===== config.mk =====
export PLATFORM = sky130hd
export DESIGN_NAME = ps2_to_serial_mouse_encoder_core_flat
export DESIGN_NICKNAME = d
export VERILOG_FILES = /design/src/ps2se_pkg.sv /design/src/ps2se_if.sv /design/src/ps2se_queue.sv /design/src/ps2se_front.sv /design/src/ps2se_back.sv /design/src/ps2_to_serial_mouse_encoder_core.sv /design/src/flat_wrapper.sv
export SDC_FILE = /design/constraint.sdc
export NUM_CORES = 2
export LEC_CHECK = 0
export BUFFER_PORTS_ARGS = -buffer_cell sky130_fd_sc_hd__buf_2
export CAP_MARGIN = 10
export CORE_MARGIN = 2
export CORE_UTILIZATION = 59
export CTS_BUF_LIST = sky130_fd_sc_hd__clkbuf_8
export DETAILED_ROUTE_END_ITERATION = 6
export HOLD_SLACK_MARGIN = 0.12
export PLACE_DENSITY = 0.76
export SKIP_LAST_GASP = 1
export SYNTH_ARGS = -nofsm -noshare
export SYNTH_HDL_FRONTEND = slang
export SYNTH_SLANG_ARGS = --single-unit

===== constraint.sdc =====
create_clock -name clock -period 20.3 [get_ports clock]
set_clock_uncertainty 0.15 [all_clocks]
set_input_delay 1.015 -clock clock [delete_from_list [all_inputs] [get_ports clock]]
set_output_delay 1.015 -clock clock [all_outputs]
set_load 0.02 [all_outputs]

===== src/ps2se_pkg.sv =====
// ----------------------------------------------------------------------------
// ps2se_pkg
// Shared types and constants of the PS/2 to serial mouse encoder.
// ----------------------------------------------------------------------------
package ps2se_pkg;

   // Accumulator width and the depth of the packet queue.
   localparam int ACC_WIDTH_DEFAULT = 16;
   localparam int QUEUE_DEPTH       = 2;

   // Configuration port.
   localparam int CSR_INDEX_WIDTH = 3;
   localparam int CSR_DATA_WIDTH  = 8;

   localparam logic [CSR_INDEX_WIDTH-1:0] CSR_SPEED_STEP    = 3'd0;
   localparam logic [CSR_INDEX_WIDTH-1:0] CSR_SPEED_MIN     = 3'd1;
   localparam logic [CSR_INDEX_WIDTH-1:0] CSR_SPEED_MAX     = 3'd2;
   localparam logic [CSR_INDEX_WIDTH-1:0] CSR_SPEED_DEFAULT = 3'd3;

   localparam logic [7:0] SPEED_STEP_RESET    = 8'd10;
   localparam logic [7:0] SPEED_MIN_RESET     = 8'd25;
   localparam logic [7:0] SPEED_MAX_RESET     = 8'd250;
   localparam logic [7:0] SPEED_DEFAULT_RESET = 8'd100;

   // Scaling by speed / 100. A product magnitude at or above SAT_PRODUCT
   // saturates the axis; below it the quotient comes from a reciprocal
   // multiply that is exact over that range.
   localparam int          MAG_WIDTH   = 15;
   localparam int          RECIP_WIDTH = 13;
   localparam int          RECIP_SHIFT = 19;
   localparam logic [12:0] RECIP_MULT  = 13'd5243;
   localparam int          SAT_PRODUCT = 25500;
   localparam logic [7:0]  MOTION_MAX  = 8'd255;
   localparam logic signed [7:0] WHEEL_MAX = 8'sd7;
   localparam logic signed [7:0] WHEEL_MIN = -8'sd7;

   // Serial byte codes.
   localparam logic [7:0] BYTE_SYNC   = 8'h40;
   localparam logic [7:0] BYTE_MIDDLE = 8'h20;
   localparam logic [7:0] BYTE_ZERO   = 8'h00;
   localparam logic [7:0] BYTE_ID_M   = 8'h4D;
   localparam logic [7:0] BYTE_ID_3   = 8'h33;
   localparam logic [7:0] LOW6_MASK   = 8'h3F;
   localparam logic [1:0] HIGH2_MASK  = 2'h3;

   // Input operation codes.
   localparam logic OP_REPORT = 1'b0;
   localparam logic OP_TICK   = 1'b1;

   // One tick's worth of output, handed from the front to the back.
   typedef struct packed {
      logic       pkt;
      logic       fourth;
      logic       mid_chg;
      logic       ident;
      logic [7:0] b0;
      logic [7:0] b1;
      logic [7:0] b2;
      logic [7:0] b3;
   } desc_type;

endpackage


===== src/ps2se_if.sv =====
// ----------------------------------------------------------------------------
// ps2se_if
// Request and response channel interfaces with valid/ready handshake.
// ----------------------------------------------------------------------------
interface ps2se_req_if;
   logic              valid;
   logic              ready;
   logic              op;
   logic              btn_left;
   logic              btn_right;
   logic              btn_middle;
   logic signed [8:0] move_x;
   logic signed [8:0] move_y;
   logic signed [3:0] move_wheel;
   logic              rts_level;

   modport source (output valid, op, btn_left, btn_right, btn_middle, move_x, move_y,
                   move_wheel, rts_level, input ready);
   modport sink (input valid, op, btn_left, btn_right, btn_middle, move_x, move_y,
                 move_wheel, rts_level, output ready);
endinterface

interface ps2se_rsp_if;
   logic       valid;
   logic       ready;
   logic [7:0] serial_byte;
   logic       is_last;

   modport source (output valid, serial_byte, is_last, input ready);
   modport sink (input valid, serial_byte, is_last, output ready);
endinterface


===== src/ps2se_queue.sv =====
// ----------------------------------------------------------------------------
// ps2se_queue
// Small FIFO of packet descriptors between the front and the back.
// ----------------------------------------------------------------------------
module ps2se_queue (
   input  logic                clock,
   input  logic                reset,
   input  logic                push,
   input  ps2se_pkg::desc_type push_desc,
   output logic                full,
   output logic                head_valid,
   output ps2se_pkg::desc_type head_desc,
   input  logic                pop
);

   localparam int DEPTH = ps2se_pkg::QUEUE_DEPTH;
   localparam int PTR_W = (DEPTH > 1) ? $clog2(DEPTH) : 1;
   localparam int CNT_W = $clog2(DEPTH + 1);

   ps2se_pkg::desc_type mem [DEPTH];

   logic [PTR_W-1:0] wr_ptr_ff, wr_ptr_in;
   logic [PTR_W-1:0] rd_ptr_ff, rd_ptr_in;
   logic [CNT_W-1:0] count_ff, count_in;

   function automatic logic [PTR_W-1:0] ptr_next(input logic [PTR_W-1:0] p);
      ptr_next = (p == PTR_W'(DEPTH - 1)) ? '0 : p + PTR_W'(1);
   endfunction

   assign full       = (count_ff == CNT_W'(DEPTH));
   assign head_valid = (count_ff != '0);
   assign head_desc  = mem[rd_ptr_ff];

   always_comb begin
      wr_ptr_in = push ? ptr_next(wr_ptr_ff) : wr_ptr_ff;
      rd_ptr_in = pop ? ptr_next(rd_ptr_ff) : rd_ptr_ff;
      count_in  = count_ff;
      if (push && !pop) begin
         count_in = count_ff + CNT_W'(1);
      end else if (pop && !push) begin
         count_in = count_ff - CNT_W'(1);
      end
   end

   always_ff @(posedge clock) begin
      if (push) begin
         mem[wr_ptr_ff] <= push_desc;
      end
   end

   always_ff @(posedge clock) begin
      if (reset) begin
         wr_ptr_ff <= '0;
         rd_ptr_ff <= '0;
         count_ff  <= '0;
      end else begin
         wr_ptr_ff <= wr_ptr_in;
         rd_ptr_ff <= rd_ptr_in;
         count_ff  <= count_in;
      end
   end

endmodule


===== src/ps2se_front.sv =====
// ----------------------------------------------------------------------------
// ps2se_front
// Accepts requests, accumulates reports and turns ticks into packet descriptors.
// ----------------------------------------------------------------------------
module ps2se_front #(
   parameter int ACC_WIDTH = ps2se_pkg::ACC_WIDTH_DEFAULT
) (
   input  logic                                      clock,
   input  logic                                      reset,
   ps2se_req_if.sink                                 req,
   input  logic                                      csr_we,
   input  logic [ps2se_pkg::CSR_INDEX_WIDTH-1:0]     csr_index,
   input  logic [ps2se_pkg::CSR_DATA_WIDTH-1:0]      csr_wdata,
   input  logic                                      q_full,
   output logic                                      push,
   output ps2se_pkg::desc_type                       push_desc
);

   localparam int W  = ACC_WIDTH;
   localparam int P  = ACC_WIDTH + 9;
   localparam int MW = ps2se_pkg::MAG_WIDTH;
   localparam int RW = ps2se_pkg::RECIP_WIDTH;
   localparam int QW = MW + RW;
   localparam int RS = ps2se_pkg::RECIP_SHIFT;

   localparam logic [1:0] ST_IDLE = 2'd0;
   localparam logic [1:0] ST_MUL  = 2'd1;
   localparam logic [1:0] ST_ABS  = 2'd2;
   localparam logic [1:0] ST_FIN  = 2'd3;

   logic [1:0]          st_ff, st_in;
   logic signed [W-1:0] acc_ff [2];
   logic signed [W-1:0] acc_in [2];
   logic signed [7:0]   acc_w_ff, acc_w_in;
   logic [2:0]          held_ff, held_in;
   logic [2:0]          prev_btn_ff, prev_btn_in;
   logic signed [3:0]   prev_w_ff, prev_w_in;
   logic [7:0]          speed_ff, speed_in;
   logic                rts_seen_ff, rts_seen_in;
   logic                rts_lvl_ff;
   logic [7:0]          step_ff, min_ff, max_ff;

   // Scaling pipeline, lane 0 is x and lane 1 is y.
   logic signed [P-1:0] prod_ff [2];
   logic signed [P-1:0] prod_in [2];
   logic                neg_ff [2];
   logic                big_ff [2];
   logic [MW-1:0]       mag_ff [2];
   logic                neg_in [2];
   logic                big_in [2];
   logic [MW-1:0]       mag_in [2];

   logic                accept;
   logic                is_tick;
   logic signed [W:0]   sum [2];
   logic signed [8:0]   wsum;
   logic signed [7:0]   prev_w_sx;
   logic [8:0]          up_sum;
   logic signed [9:0]   dn_diff;
   logic [7:0]          speed_tick;
   logic [7:0]          cfg_speed;
   logic [7:0]          d_mag [2];
   logic [7:0]          d8 [2];
   logic                d_nz [2];
   logic [QW-1:0]       quot [2];
   logic [P-1:0]        pabs;
   logic signed [8:0]   spd_s;
   logic                w_nz;
   logic signed [7:0]   w_clamp;
   logic                event_any;
   logic                mb;
   logic                pm;
   logic                mid_chg;
   logic                rts_rise;

   assign req.ready = (st_ff == ST_IDLE) && !q_full;
   assign accept    = req.valid && req.ready;
   assign is_tick   = (req.op == ps2se_pkg::OP_TICK);

   // Configuration registers.
   always_comb begin
      cfg_speed = (csr_wdata < min_ff) ? min_ff : csr_wdata;
      cfg_speed = (cfg_speed > max_ff) ? max_ff : cfg_speed;
   end

   always_ff @(posedge clock) begin
      if (reset) begin
         step_ff <= ps2se_pkg::SPEED_STEP_RESET;
         min_ff  <= ps2se_pkg::SPEED_MIN_RESET;
         max_ff  <= ps2se_pkg::SPEED_MAX_RESET;
      end else if (csr_we) begin
         if (csr_index == ps2se_pkg::CSR_SPEED_STEP) begin
            step_ff <= csr_wdata;
         end
         if (csr_index == ps2se_pkg::CSR_SPEED_MIN) begin
            min_ff <= csr_wdata;
         end
         if (csr_index == ps2se_pkg::CSR_SPEED_MAX) begin
            max_ff <= csr_wdata;
         end
      end
   end

   // Speed step taken at the start of a tick.
   always_comb begin
      prev_w_sx  = 8'(prev_w_ff);
      up_sum     = {1'b0, speed_ff} + {1'b0, step_ff};
      dn_diff    = $signed({2'b00, speed_ff}) - $signed({2'b00, step_ff});
      speed_tick = speed_ff;
      if (acc_w_ff != prev_w_sx) begin
         if (acc_w_ff > 8'sd0) begin
            speed_tick = (up_sum > {1'b0, max_ff}) ? max_ff : up_sum[7:0];
         end else if (acc_w_ff < 8'sd0) begin
            speed_tick = (dn_diff < $signed({2'b00, min_ff})) ? min_ff : dn_diff[7:0];
         end
      end
   end

   // Multiply and magnitude stages.
   always_comb begin
      spd_s = $signed({1'b0, speed_ff});
      pabs  = '0;
      for (int i = 0; i < 2; i++) begin
         prod_in[i] = P'(acc_ff[i]) * P'(spd_s);
         neg_in[i]  = prod_ff[i][P-1];
         pabs       = neg_in[i] ? P'(-prod_ff[i]) : P'(prod_ff[i]);
         big_in[i]  = (pabs >= P'(ps2se_pkg::SAT_PRODUCT));
         mag_in[i]  = pabs[MW-1:0];
      end
   end

   // Final stage: quotient, clamp and packet bytes.
   always_comb begin
      for (int i = 0; i < 2; i++) begin
         quot[i]  = QW'(mag_ff[i]) * QW'(ps2se_pkg::RECIP_MULT);
         d_mag[i] = big_ff[i] ? ps2se_pkg::MOTION_MAX : quot[i][RS+7:RS];
         d_nz[i]  = big_ff[i] || (d_mag[i] != 8'd0);
         d8[i]    = neg_ff[i] ? 8'(-d_mag[i]) : d_mag[i];
      end
      w_nz     = (acc_w_ff != 8'sd0);
      w_clamp  = (acc_w_ff > ps2se_pkg::WHEEL_MAX) ? ps2se_pkg::WHEEL_MAX :
                 (acc_w_ff < ps2se_pkg::WHEEL_MIN) ? ps2se_pkg::WHEEL_MIN : acc_w_ff;
      event_any = d_nz[0] || d_nz[1] || w_nz || (held_ff != 3'd0) || (held_ff != prev_btn_ff);
      mb        = held_ff[2];
      pm        = prev_btn_ff[2];
      mid_chg   = (mb != pm);
      rts_rise  = rts_lvl_ff && !rts_seen_ff;

      push_desc.pkt     = event_any;
      push_desc.fourth  = event_any && (mb || pm);
      push_desc.mid_chg = mid_chg;
      push_desc.ident   = rts_rise;
      push_desc.b0      = ps2se_pkg::BYTE_SYNC | {2'b00, held_ff[0], held_ff[1],
                          d8[1][7:6] & ps2se_pkg::HIGH2_MASK,
                          d8[0][7:6] & ps2se_pkg::HIGH2_MASK};
      push_desc.b1      = d8[0] & ps2se_pkg::LOW6_MASK;
      push_desc.b2      = d8[1] & ps2se_pkg::LOW6_MASK;
      push_desc.b3      = mb ? ps2se_pkg::BYTE_MIDDLE : ps2se_pkg::BYTE_ZERO;
      push              = (st_ff == ST_FIN) && (event_any || mid_chg || rts_rise);
   end

   // Next state of the accumulators and tick bookkeeping.
   always_comb begin
      st_in       = st_ff;
      acc_in      = acc_ff;
      acc_w_in    = acc_w_ff;
      held_in     = held_ff;
      prev_btn_in = prev_btn_ff;
      prev_w_in   = prev_w_ff;
      speed_in    = speed_ff;
      rts_seen_in = rts_seen_ff;

      sum[0] = $signed({acc_ff[0][W-1], acc_ff[0]}) + (W+1)'(req.move_x);
      sum[1] = $signed({acc_ff[1][W-1], acc_ff[1]}) - (W+1)'(req.move_y);
      wsum   = $signed({acc_w_ff[7], acc_w_ff}) + 9'(req.move_wheel);

      unique case (st_ff)
         ST_IDLE: begin
            if (accept) begin
               if (is_tick) begin
                  speed_in = speed_tick;
                  st_in    = ST_MUL;
               end else begin
                  for (int i = 0; i < 2; i++) begin
                     if (sum[i][W] != sum[i][W-1]) begin
                        acc_in[i] = sum[i][W] ? {1'b1, {(W-1){1'b0}}} : {1'b0, {(W-1){1'b1}}};
                     end else begin
                        acc_in[i] = sum[i][W-1:0];
                     end
                  end
                  if (wsum[8] != wsum[7]) begin
                     acc_w_in = wsum[8] ? -8'sd128 : 8'sd127;
                  end else begin
                     acc_w_in = wsum[7:0];
                  end
                  held_in = held_ff | {req.btn_middle, req.btn_right, req.btn_left};
               end
            end
         end
         ST_MUL: begin
            st_in = ST_ABS;
         end
         ST_ABS: begin
            st_in = ST_FIN;
         end
         ST_FIN: begin
            st_in = ST_IDLE;
            for (int i = 0; i < 2; i++) begin
               if (d_nz[i] || rts_rise) begin
                  acc_in[i] = '0;
               end
            end
            if (w_nz || rts_rise) begin
               acc_w_in = 8'sd0;
            end
            prev_btn_in = rts_rise ? 3'd0 : held_ff;
            prev_w_in   = w_clamp[3:0];
            held_in     = 3'd0;
            rts_seen_in = rts_lvl_ff;
         end
         default: begin
            st_in = ST_IDLE;
         end
      endcase

      // A write of the default speed reloads the current speed.
      if (csr_we && (csr_index == ps2se_pkg::CSR_SPEED_DEFAULT)) begin
         speed_in = cfg_speed;
      end
   end

   always_ff @(posedge clock) begin
      if (reset) begin
         st_ff       <= ST_IDLE;
         acc_ff[0]   <= '0;
         acc_ff[1]   <= '0;
         acc_w_ff    <= '0;
         held_ff     <= '0;
         prev_btn_ff <= '0;
         prev_w_ff   <= '0;
         speed_ff    <= ps2se_pkg::SPEED_DEFAULT_RESET;
         rts_seen_ff <= 1'b0;
      end else begin
         st_ff       <= st_in;
         acc_ff      <= acc_in;
         acc_w_ff    <= acc_w_in;
         held_ff     <= held_in;
         prev_btn_ff <= prev_btn_in;
         prev_w_ff   <= prev_w_in;
         speed_ff    <= speed_in;
         rts_seen_ff <= rts_seen_in;
      end
   end

   always_ff @(posedge clock) begin
      if (accept) begin
         rts_lvl_ff <= req.rts_level;
      end
      if (st_ff == ST_MUL) begin
         prod_ff <= prod_in;
      end
      if (st_ff == ST_ABS) begin
         neg_ff <= neg_in;
         big_ff <= big_in;
         mag_ff <= mag_in;
      end
   end

endmodule


===== src/ps2se_back.sv =====
// ----------------------------------------------------------------------------
// ps2se_back
// Serialises queued packet descriptors into bytes on the response channel.
// ----------------------------------------------------------------------------
module ps2se_back (
   input  logic                clock,
   input  logic                reset,
   input  logic                q_valid,
   input  ps2se_pkg::desc_type q_head,
   output logic                q_pop,
   ps2se_rsp_if.source         rsp
);

   localparam int NPOS = 9;

   localparam logic [3:0] POS_B0    = 4'd0;
   localparam logic [3:0] POS_B1    = 4'd1;
   localparam logic [3:0] POS_B2    = 4'd2;
   localparam logic [3:0] POS_B3    = 4'd3;
   localparam logic [3:0] POS_MID0  = 4'd4;
   localparam logic [3:0] POS_MID1  = 4'd5;
   localparam logic [3:0] POS_MID2  = 4'd6;
   localparam logic [3:0] POS_ID_M  = 4'd7;
   localparam logic [3:0] POS_ID_3  = 4'd8;

   logic [NPOS-1:0] sent_ff, sent_in;
   logic            rsp_valid_ff, rsp_valid_in;
   logic [7:0]      rsp_byte_ff;
   logic            rsp_last_ff;

   logic [NPOS-1:0] mask;
   logic [NPOS-1:0] remaining;
   logic [3:0]      cur_idx;
   logic            last;
   logic            load;
   logic [7:0]      cur_byte;

   always_comb begin
      mask = {q_head.ident, q_head.ident, q_head.mid_chg, q_head.mid_chg, q_head.mid_chg,
              q_head.fourth, q_head.pkt, q_head.pkt, q_head.pkt};
      remaining = mask & ~sent_ff;
      cur_idx   = POS_B0;
      for (int i = NPOS - 1; i >= 0; i--) begin
         if (remaining[i]) begin
            cur_idx = 4'(i);
         end
      end
      last = ((remaining & (remaining - NPOS'(1))) == '0);

      unique case (cur_idx)
         POS_B0:   cur_byte = q_head.b0;
         POS_B1:   cur_byte = q_head.b1;
         POS_B2:   cur_byte = q_head.b2;
         POS_B3:   cur_byte = q_head.b3;
         POS_MID0: cur_byte = ps2se_pkg::BYTE_SYNC;
         POS_MID1: cur_byte = ps2se_pkg::BYTE_ZERO;
         POS_MID2: cur_byte = ps2se_pkg::BYTE_ZERO;
         POS_ID_M: cur_byte = ps2se_pkg::BYTE_ID_M;
         POS_ID_3: cur_byte = ps2se_pkg::BYTE_ID_3;
         default:  cur_byte = ps2se_pkg::BYTE_ZERO;
      endcase

      // The output register is refilled from the queue head whenever it is empty or being taken.
      load  = q_valid && (!rsp_valid_ff || rsp.ready);
      q_pop = load && last;

      sent_in = sent_ff;
      if (load) begin
         sent_in = last ? '0 : (sent_ff | (NPOS'(1) << cur_idx));
      end

      rsp_valid_in = rsp_valid_ff;
      if (load) begin
         rsp_valid_in = 1'b1;
      end else if (rsp.ready) begin
         rsp_valid_in = 1'b0;
      end
   end

   always_ff @(posedge clock) begin
      if (reset) begin
         sent_ff      <= '0;
         rsp_valid_ff <= 1'b0;
      end else begin
         sent_ff      <= sent_in;
         rsp_valid_ff <= rsp_valid_in;
      end
   end

   always_ff @(posedge clock) begin
      if (load) begin
         rsp_byte_ff <= cur_byte;
         rsp_last_ff <= last;
      end
   end

   assign rsp.valid       = rsp_valid_ff;
   assign rsp.serial_byte = rsp_byte_ff;
   assign rsp.is_last     = rsp_last_ff;

endmodule


===== src/ps2_to_serial_mouse_encoder_core.sv =====
// ----------------------------------------------------------------------------
// ps2_to_serial_mouse_encoder_core
// A report request is accepted while the front is idle and the queue is not
// full; a tick occupies the front through speed step, multiply, magnitude,
// and quotient and packet build. Its first byte goes through the queue, then
// one byte per cycle from the output register while the sink is ready.
// Synchronous active-high reset clears the control state and loads register defaults.
// ----------------------------------------------------------------------------
module ps2_to_serial_mouse_encoder_core #(
   parameter int ACC_WIDTH = ps2se_pkg::ACC_WIDTH_DEFAULT
) (
   input  logic                                  clock,
   input  logic                                  reset,
   ps2se_req_if.sink                             req_if,
   ps2se_rsp_if.source                           rsp_if,
   input  logic                                  csr_we,
   input  logic [ps2se_pkg::CSR_INDEX_WIDTH-1:0] csr_index,
   input  logic [ps2se_pkg::CSR_DATA_WIDTH-1:0]  csr_wdata
);

   logic                push;
   ps2se_pkg::desc_type push_desc;
   logic                q_full;
   logic                q_valid;
   ps2se_pkg::desc_type q_head;
   logic                q_pop;

   ps2se_front #(
      .ACC_WIDTH (ACC_WIDTH)
   ) u_front (
      .clock     (clock),
      .reset     (reset),
      .req       (req_if),
      .csr_we    (csr_we),
      .csr_index (csr_index),
      .csr_wdata (csr_wdata),
      .q_full    (q_full),
      .push      (push),
      .push_desc (push_desc)
   );

   ps2se_queue u_queue (
      .clock      (clock),
      .reset      (reset),
      .push       (push),
      .push_desc  (push_desc),
      .full       (q_full),
      .head_valid (q_valid),
      .head_desc  (q_head),
      .pop        (q_pop)
   );

   ps2se_back u_back (
      .clock   (clock),
      .reset   (reset),
      .q_valid (q_valid),
      .q_head  (q_head),
      .q_pop   (q_pop),
      .rsp     (rsp_if)
   );

endmodule

===== src/flat_wrapper.sv =====
// flat-port wrapper written by rule: the top's interface ports become plain ports
module ps2_to_serial_mouse_encoder_core_flat 
#(
   parameter int ACC_WIDTH = ps2se_pkg::ACC_WIDTH_DEFAULT
)
  (clock, reset, csr_we, csr_index, csr_wdata, req_if_valid, req_if_op, req_if_btn_left, req_if_btn_right, req_if_btn_middle, req_if_move_x, req_if_move_y, req_if_move_wheel, req_if_rts_level, req_if_ready, rsp_if_valid, rsp_if_serial_byte, rsp_if_is_last, rsp_if_ready);
  ps2se_req_if req_if_i ();
  ps2se_rsp_if rsp_if_i ();
  input  logic clock;
  input  logic reset;
  input  logic csr_we;
  input  logic [ps2se_pkg::CSR_INDEX_WIDTH-1:0] csr_index;
  input  logic [ps2se_pkg::CSR_DATA_WIDTH-1:0] csr_wdata;
  input wire logic [$bits(req_if_i.valid)-1:0] req_if_valid;
  input wire logic [$bits(req_if_i.op)-1:0] req_if_op;
  input wire logic [$bits(req_if_i.btn_left)-1:0] req_if_btn_left;
  input wire logic [$bits(req_if_i.btn_right)-1:0] req_if_btn_right;
  input wire logic [$bits(req_if_i.btn_middle)-1:0] req_if_btn_middle;
  input wire logic [$bits(req_if_i.move_x)-1:0] req_if_move_x;
  input wire logic [$bits(req_if_i.move_y)-1:0] req_if_move_y;
  input wire logic [$bits(req_if_i.move_wheel)-1:0] req_if_move_wheel;
  input wire logic [$bits(req_if_i.rts_level)-1:0] req_if_rts_level;
  output wire logic [$bits(req_if_i.ready)-1:0] req_if_ready;
  output wire logic [$bits(rsp_if_i.valid)-1:0] rsp_if_valid;
  output wire logic [$bits(rsp_if_i.serial_byte)-1:0] rsp_if_serial_byte;
  output wire logic [$bits(rsp_if_i.is_last)-1:0] rsp_if_is_last;
  input wire logic [$bits(rsp_if_i.ready)-1:0] rsp_if_ready;
  assign req_if_i.valid = req_if_valid;
  assign req_if_i.op = req_if_op;
  assign req_if_i.btn_left = req_if_btn_left;
  assign req_if_i.btn_right = req_if_btn_right;
  assign req_if_i.btn_middle = req_if_btn_middle;
  assign req_if_i.move_x = req_if_move_x;
  assign req_if_i.move_y = req_if_move_y;
  assign req_if_i.move_wheel = req_if_move_wheel;
  assign req_if_i.rts_level = req_if_rts_level;
  assign req_if_ready = req_if_i.ready;
  assign rsp_if_valid = rsp_if_i.valid;
  assign rsp_if_serial_byte = rsp_if_i.serial_byte;
  assign rsp_if_is_last = rsp_if_i.is_last;
  assign rsp_if_i.ready = rsp_if_ready;
  ps2_to_serial_mouse_encoder_core #(.ACC_WIDTH(ACC_WIDTH)) u_core (.clock(clock), .reset(reset), .req_if(req_if_i), .rsp_if(rsp_if_i), .csr_we(csr_we), .csr_index(csr_index), .csr_wdata(csr_wdata));
endmodule

==> results by group <==
Routing
  – Avg WL per Cell: 17.09 µm
  – Pre-Repair DR Iteration Count: 5
  – Final WL: 67720 µm
  – DR vias: 22629
  – Remaining antenna violation count after routing: 0
  – # DRC: 0
  – Starting DRC count in detailed routing: 1437
  – Via density: 5.712

Final layout
  – Commonest non-fill, non-tap cell in the layout: inv_1
  – Layout Cells excl Fill: 3962
  – Fin area: 0.03200 mm²
  – Final #Nets: 4035
  – Most frequent cells in the layout: 626 x inv_1, 392 x ha_1, 345 x fa_1
  – Area growth from synthesis to layout: 5.914%
  – Layout cells sized above 1: 0.05111
  – Multi-input logic area: 0.02148 mm²
  – Sequential cell area: 0.006176 mm²
  – Layout fillers: 4071

Clock network
  – Clock Root Buffer: clkbuf_8
  – Clock transition at path regs: 70 ps
  – CTS Hold Bufs: 0
  – Clock Tree Buf Depth: 3
  – Clock latency on the worst-skew pair: 620 ps
  – Post-CTS setup buffer count: 0
  – Post_cts resized: 0
  – H-tree Lvls: 2
  – CTS buffer count: 43
  – CTS sink count: 239
  – TritonCTS clock tree: done

Floorplan
  – Initial Util: 0.5997
  – Die Area: 0.05303 mm²
  – Rows: 82
  – Die Wd: 230.3 µm
  – Num ports: 54
  – Die Y-Extent: 230.3 µm
  – Core ar.: 0.05038 mm²

Placed design
  – Area post-placement: 0.03116 mm²
  – Post-detail-place hpwl: 54930 µm
  – Post-Place Cells: 3879
  – Pre-CTS setup slack: 12780 ps
  – Input/output buffers: 52
  – Final Wtd Congestion: 0.9072

Synth
  – Cell area after synthesis: 0.03021 mm²
  – Area contributors post-synth: fa_1 23%, ha_1 16%, edfxtp_1 14%
  – Syn Nets: 3995
  – Post-synth ARST share: 0
  – Netlist cell types: 89
  – Yosys top cell area share: 0.2286
  – Warning count from the yosys run: 0
  – Post-synth EDFFs: 139
  – Ys flop type: edfxtp_1
  – Synthesized area per cell: 9.403 µm²
  – Synth Instances: 3213
  – Area leader, netlist: fa_1
  – Register bit total from synthesis: 239
  – Post-synthesis sequential area ratio: 0.2044

Timing
  – Tightest Pin Transition: 1182 ps
  – Final Cycle Share: 0.3742
  – Crit path time final: 7595 ps
  – Fmax: 0.1317 GHz
  – Final hold violations: 0
  – Slew headroom: 0.2113
  – Setup TNS: 0 ps
  – # setup viols final: 0
  – Worst setup margin: 12700 ps
  – Slew Viols, Final: 0
  – RSZ-0062 raised after global routing: false

Worst setup path
  – Critical path launch point type: register
  – Slowest library cell on the worst path: or4b_1
  – Critical path class: register to register
  – Worst setup EP type: register
  – WP data required: 20670 ps
  – Critical Path Max Stage Delay: 560 ps
  – Cell Chain, Critical Path: ha_1, fa_1, fa_1, fa_1, inv_1, fa_1, inv_1, ha_1, and3_1, a22o_1, o21a_1, a211o_1, nor2_1, nor2_1, or2_2, inv_1, ha_1, nor4b_1, or4b_1, nor3_1, nor2_1, ha_1, or3_1, a21oi_1
  – CP startpoint: u_core.u_front.mag_ff[9]$_DFFE_PP_
  – Crit path max fanout: 6
  – CP arrival: 7970 ps
  – Worst flop-to-flop path startpoint: u_core.u_front.mag_ff[9]$_DFFE_PP_

GRT
  – Number of global-route vias before repair: 23943
  – Grt ovf: 0
  – Global-route wire length before repair: 115400 µm
  – Largest net degree at the start of global routing: 51
  – Total GRT Usage: 0.2641
  – Initial antenna violation count: 4

Run
  – Maxcap violations: 0

Outcome
  – Status: complete, no violations

Min path
  – Worst Hold Class: register to register
  – Worst hold start: u_core.u_back.sent_ff[8]$_SDFFE_PP0P_
==> area by class of cell <==
class	instances	share of cell area
multi-input combinational	2292	0.6712
sequential	239	0.1930
inverter	607	0.07120
tap	672	0.02628
clock buffer	48	0.02065
timing repair buffer	70	0.01298
clock inverter	31	0.004457
antenna	3	0.0002346
==> final timing paths <==
check	depth (start not counted)	slack (ps)	end
worst max-delay path	24	12700	u_core.u_queue.count_ff[1]$_SDFFE_PP0P_
worst min-delay path	2	320	u_core.u_back.sent_ff[8]$_SDFFE_PP0P_
worst max register to register	24	12700	u_core.u_queue.count_ff[1]$_SDFFE_PP0P_
worst min register to register	2	320	u_core.u_back.sent_ff[8]$_SDFFE_PP0P_
==> cells by family (layout without fill, tap and decap cells) <==
logic type	after synthesis	after routing	share of synthesized area
mux	69	69	0.02307
other cells	1	4	0.0001241
flops	239	239	0.2044
compound gates	543	543	0.1204
fa+ha+maj	740	740	0.3921
xor+xnor	144	144	0.04220
buf+inv	682	756	0.08502
simple gates	795	795	0.1327
==> layer usage <==
| metal | track usage | wire, µm | vias to the layer above |
|---|---|---|---|
| met4 | 0.07016 | 1320 | 2 |
| met5 | 0 | 15 | - |
| li1 | - | - | 10787 |
| met1 | 0.3448 | 29410 | 11106 |
| met2 | 0.4595 | 33170 | 614 |
| met3 | 0.03832 | 3809 | 120 |
==> registers in the layout, summed over array words and instances, names as in the netlist, 3 cells and up, named ones only <==
name and count:
u_core.u_front.acc_w_ff 8, u_core.u_front.prev_btn_ff 3, u_core.u_front.step_ff 8, u_core.u_front.prod_ff 48, u_core.u_front.min_ff 8, u_core.u_front.acc_ff 32
u_core.u_front.held_ff 3, u_core.u_front.mag_ff 30, u_core.u_front.prev_w_ff 4, u_core.u_back.rsp.serial_byte 7, u_core.u_queue.mem 46, u_core.u_front.max_ff 8
u_core.u_back.sent_ff 9, u_core.u_front.speed_ff 8
==> cell usage after synthesis (all sizes together), types with 6 or more instances <==
library cell    n
or3            20
o31ai          22
inv           607
nand2         216
or4            13
o21ai         109
nor2          179
o211ai         22
o21bai         16
mux2i          64
and3           15
clkbuf         61
a211oi         25
a211o           6
o41ai          10
a21o           51
a31oi          21
or2            20
nor2b          31
a221oi          7
a21oi         122
edfxtp        139
o22ai          11
nand2b         34
nand4          12
nor3           40
xor2           40
fa            345
nand3          43
and2          137
dfxtp         100
a32oi           6
buf            14
ha            394
a21boi          6
o2bb2ai        19
and4            7
xnor2         103
o21a           31
==> worst max-delay path: cells and delay by family, from the launching register on <==
kind,cells,cell delay (ps)
AO/OA/AOI/OAI,4,870
adder cells (fa/ha/maj),8,3240
flip-flops,1,540
AND/OR/NAND/NOR,9,2520
buffers and inverters,3,170
==> through the flow <==
step	util	hold slack, ps
global route	0.6351	338.8
global placement	0.6186	297.1
CTS	0.6345	323.3
floorplan	-	274.4
finish	0.6352	322.0
detailed placement	0.6186	309.6
Power is not shown: default switching activity piles up to over one toggle a cycle in this logic, so the estimate is an artifact.
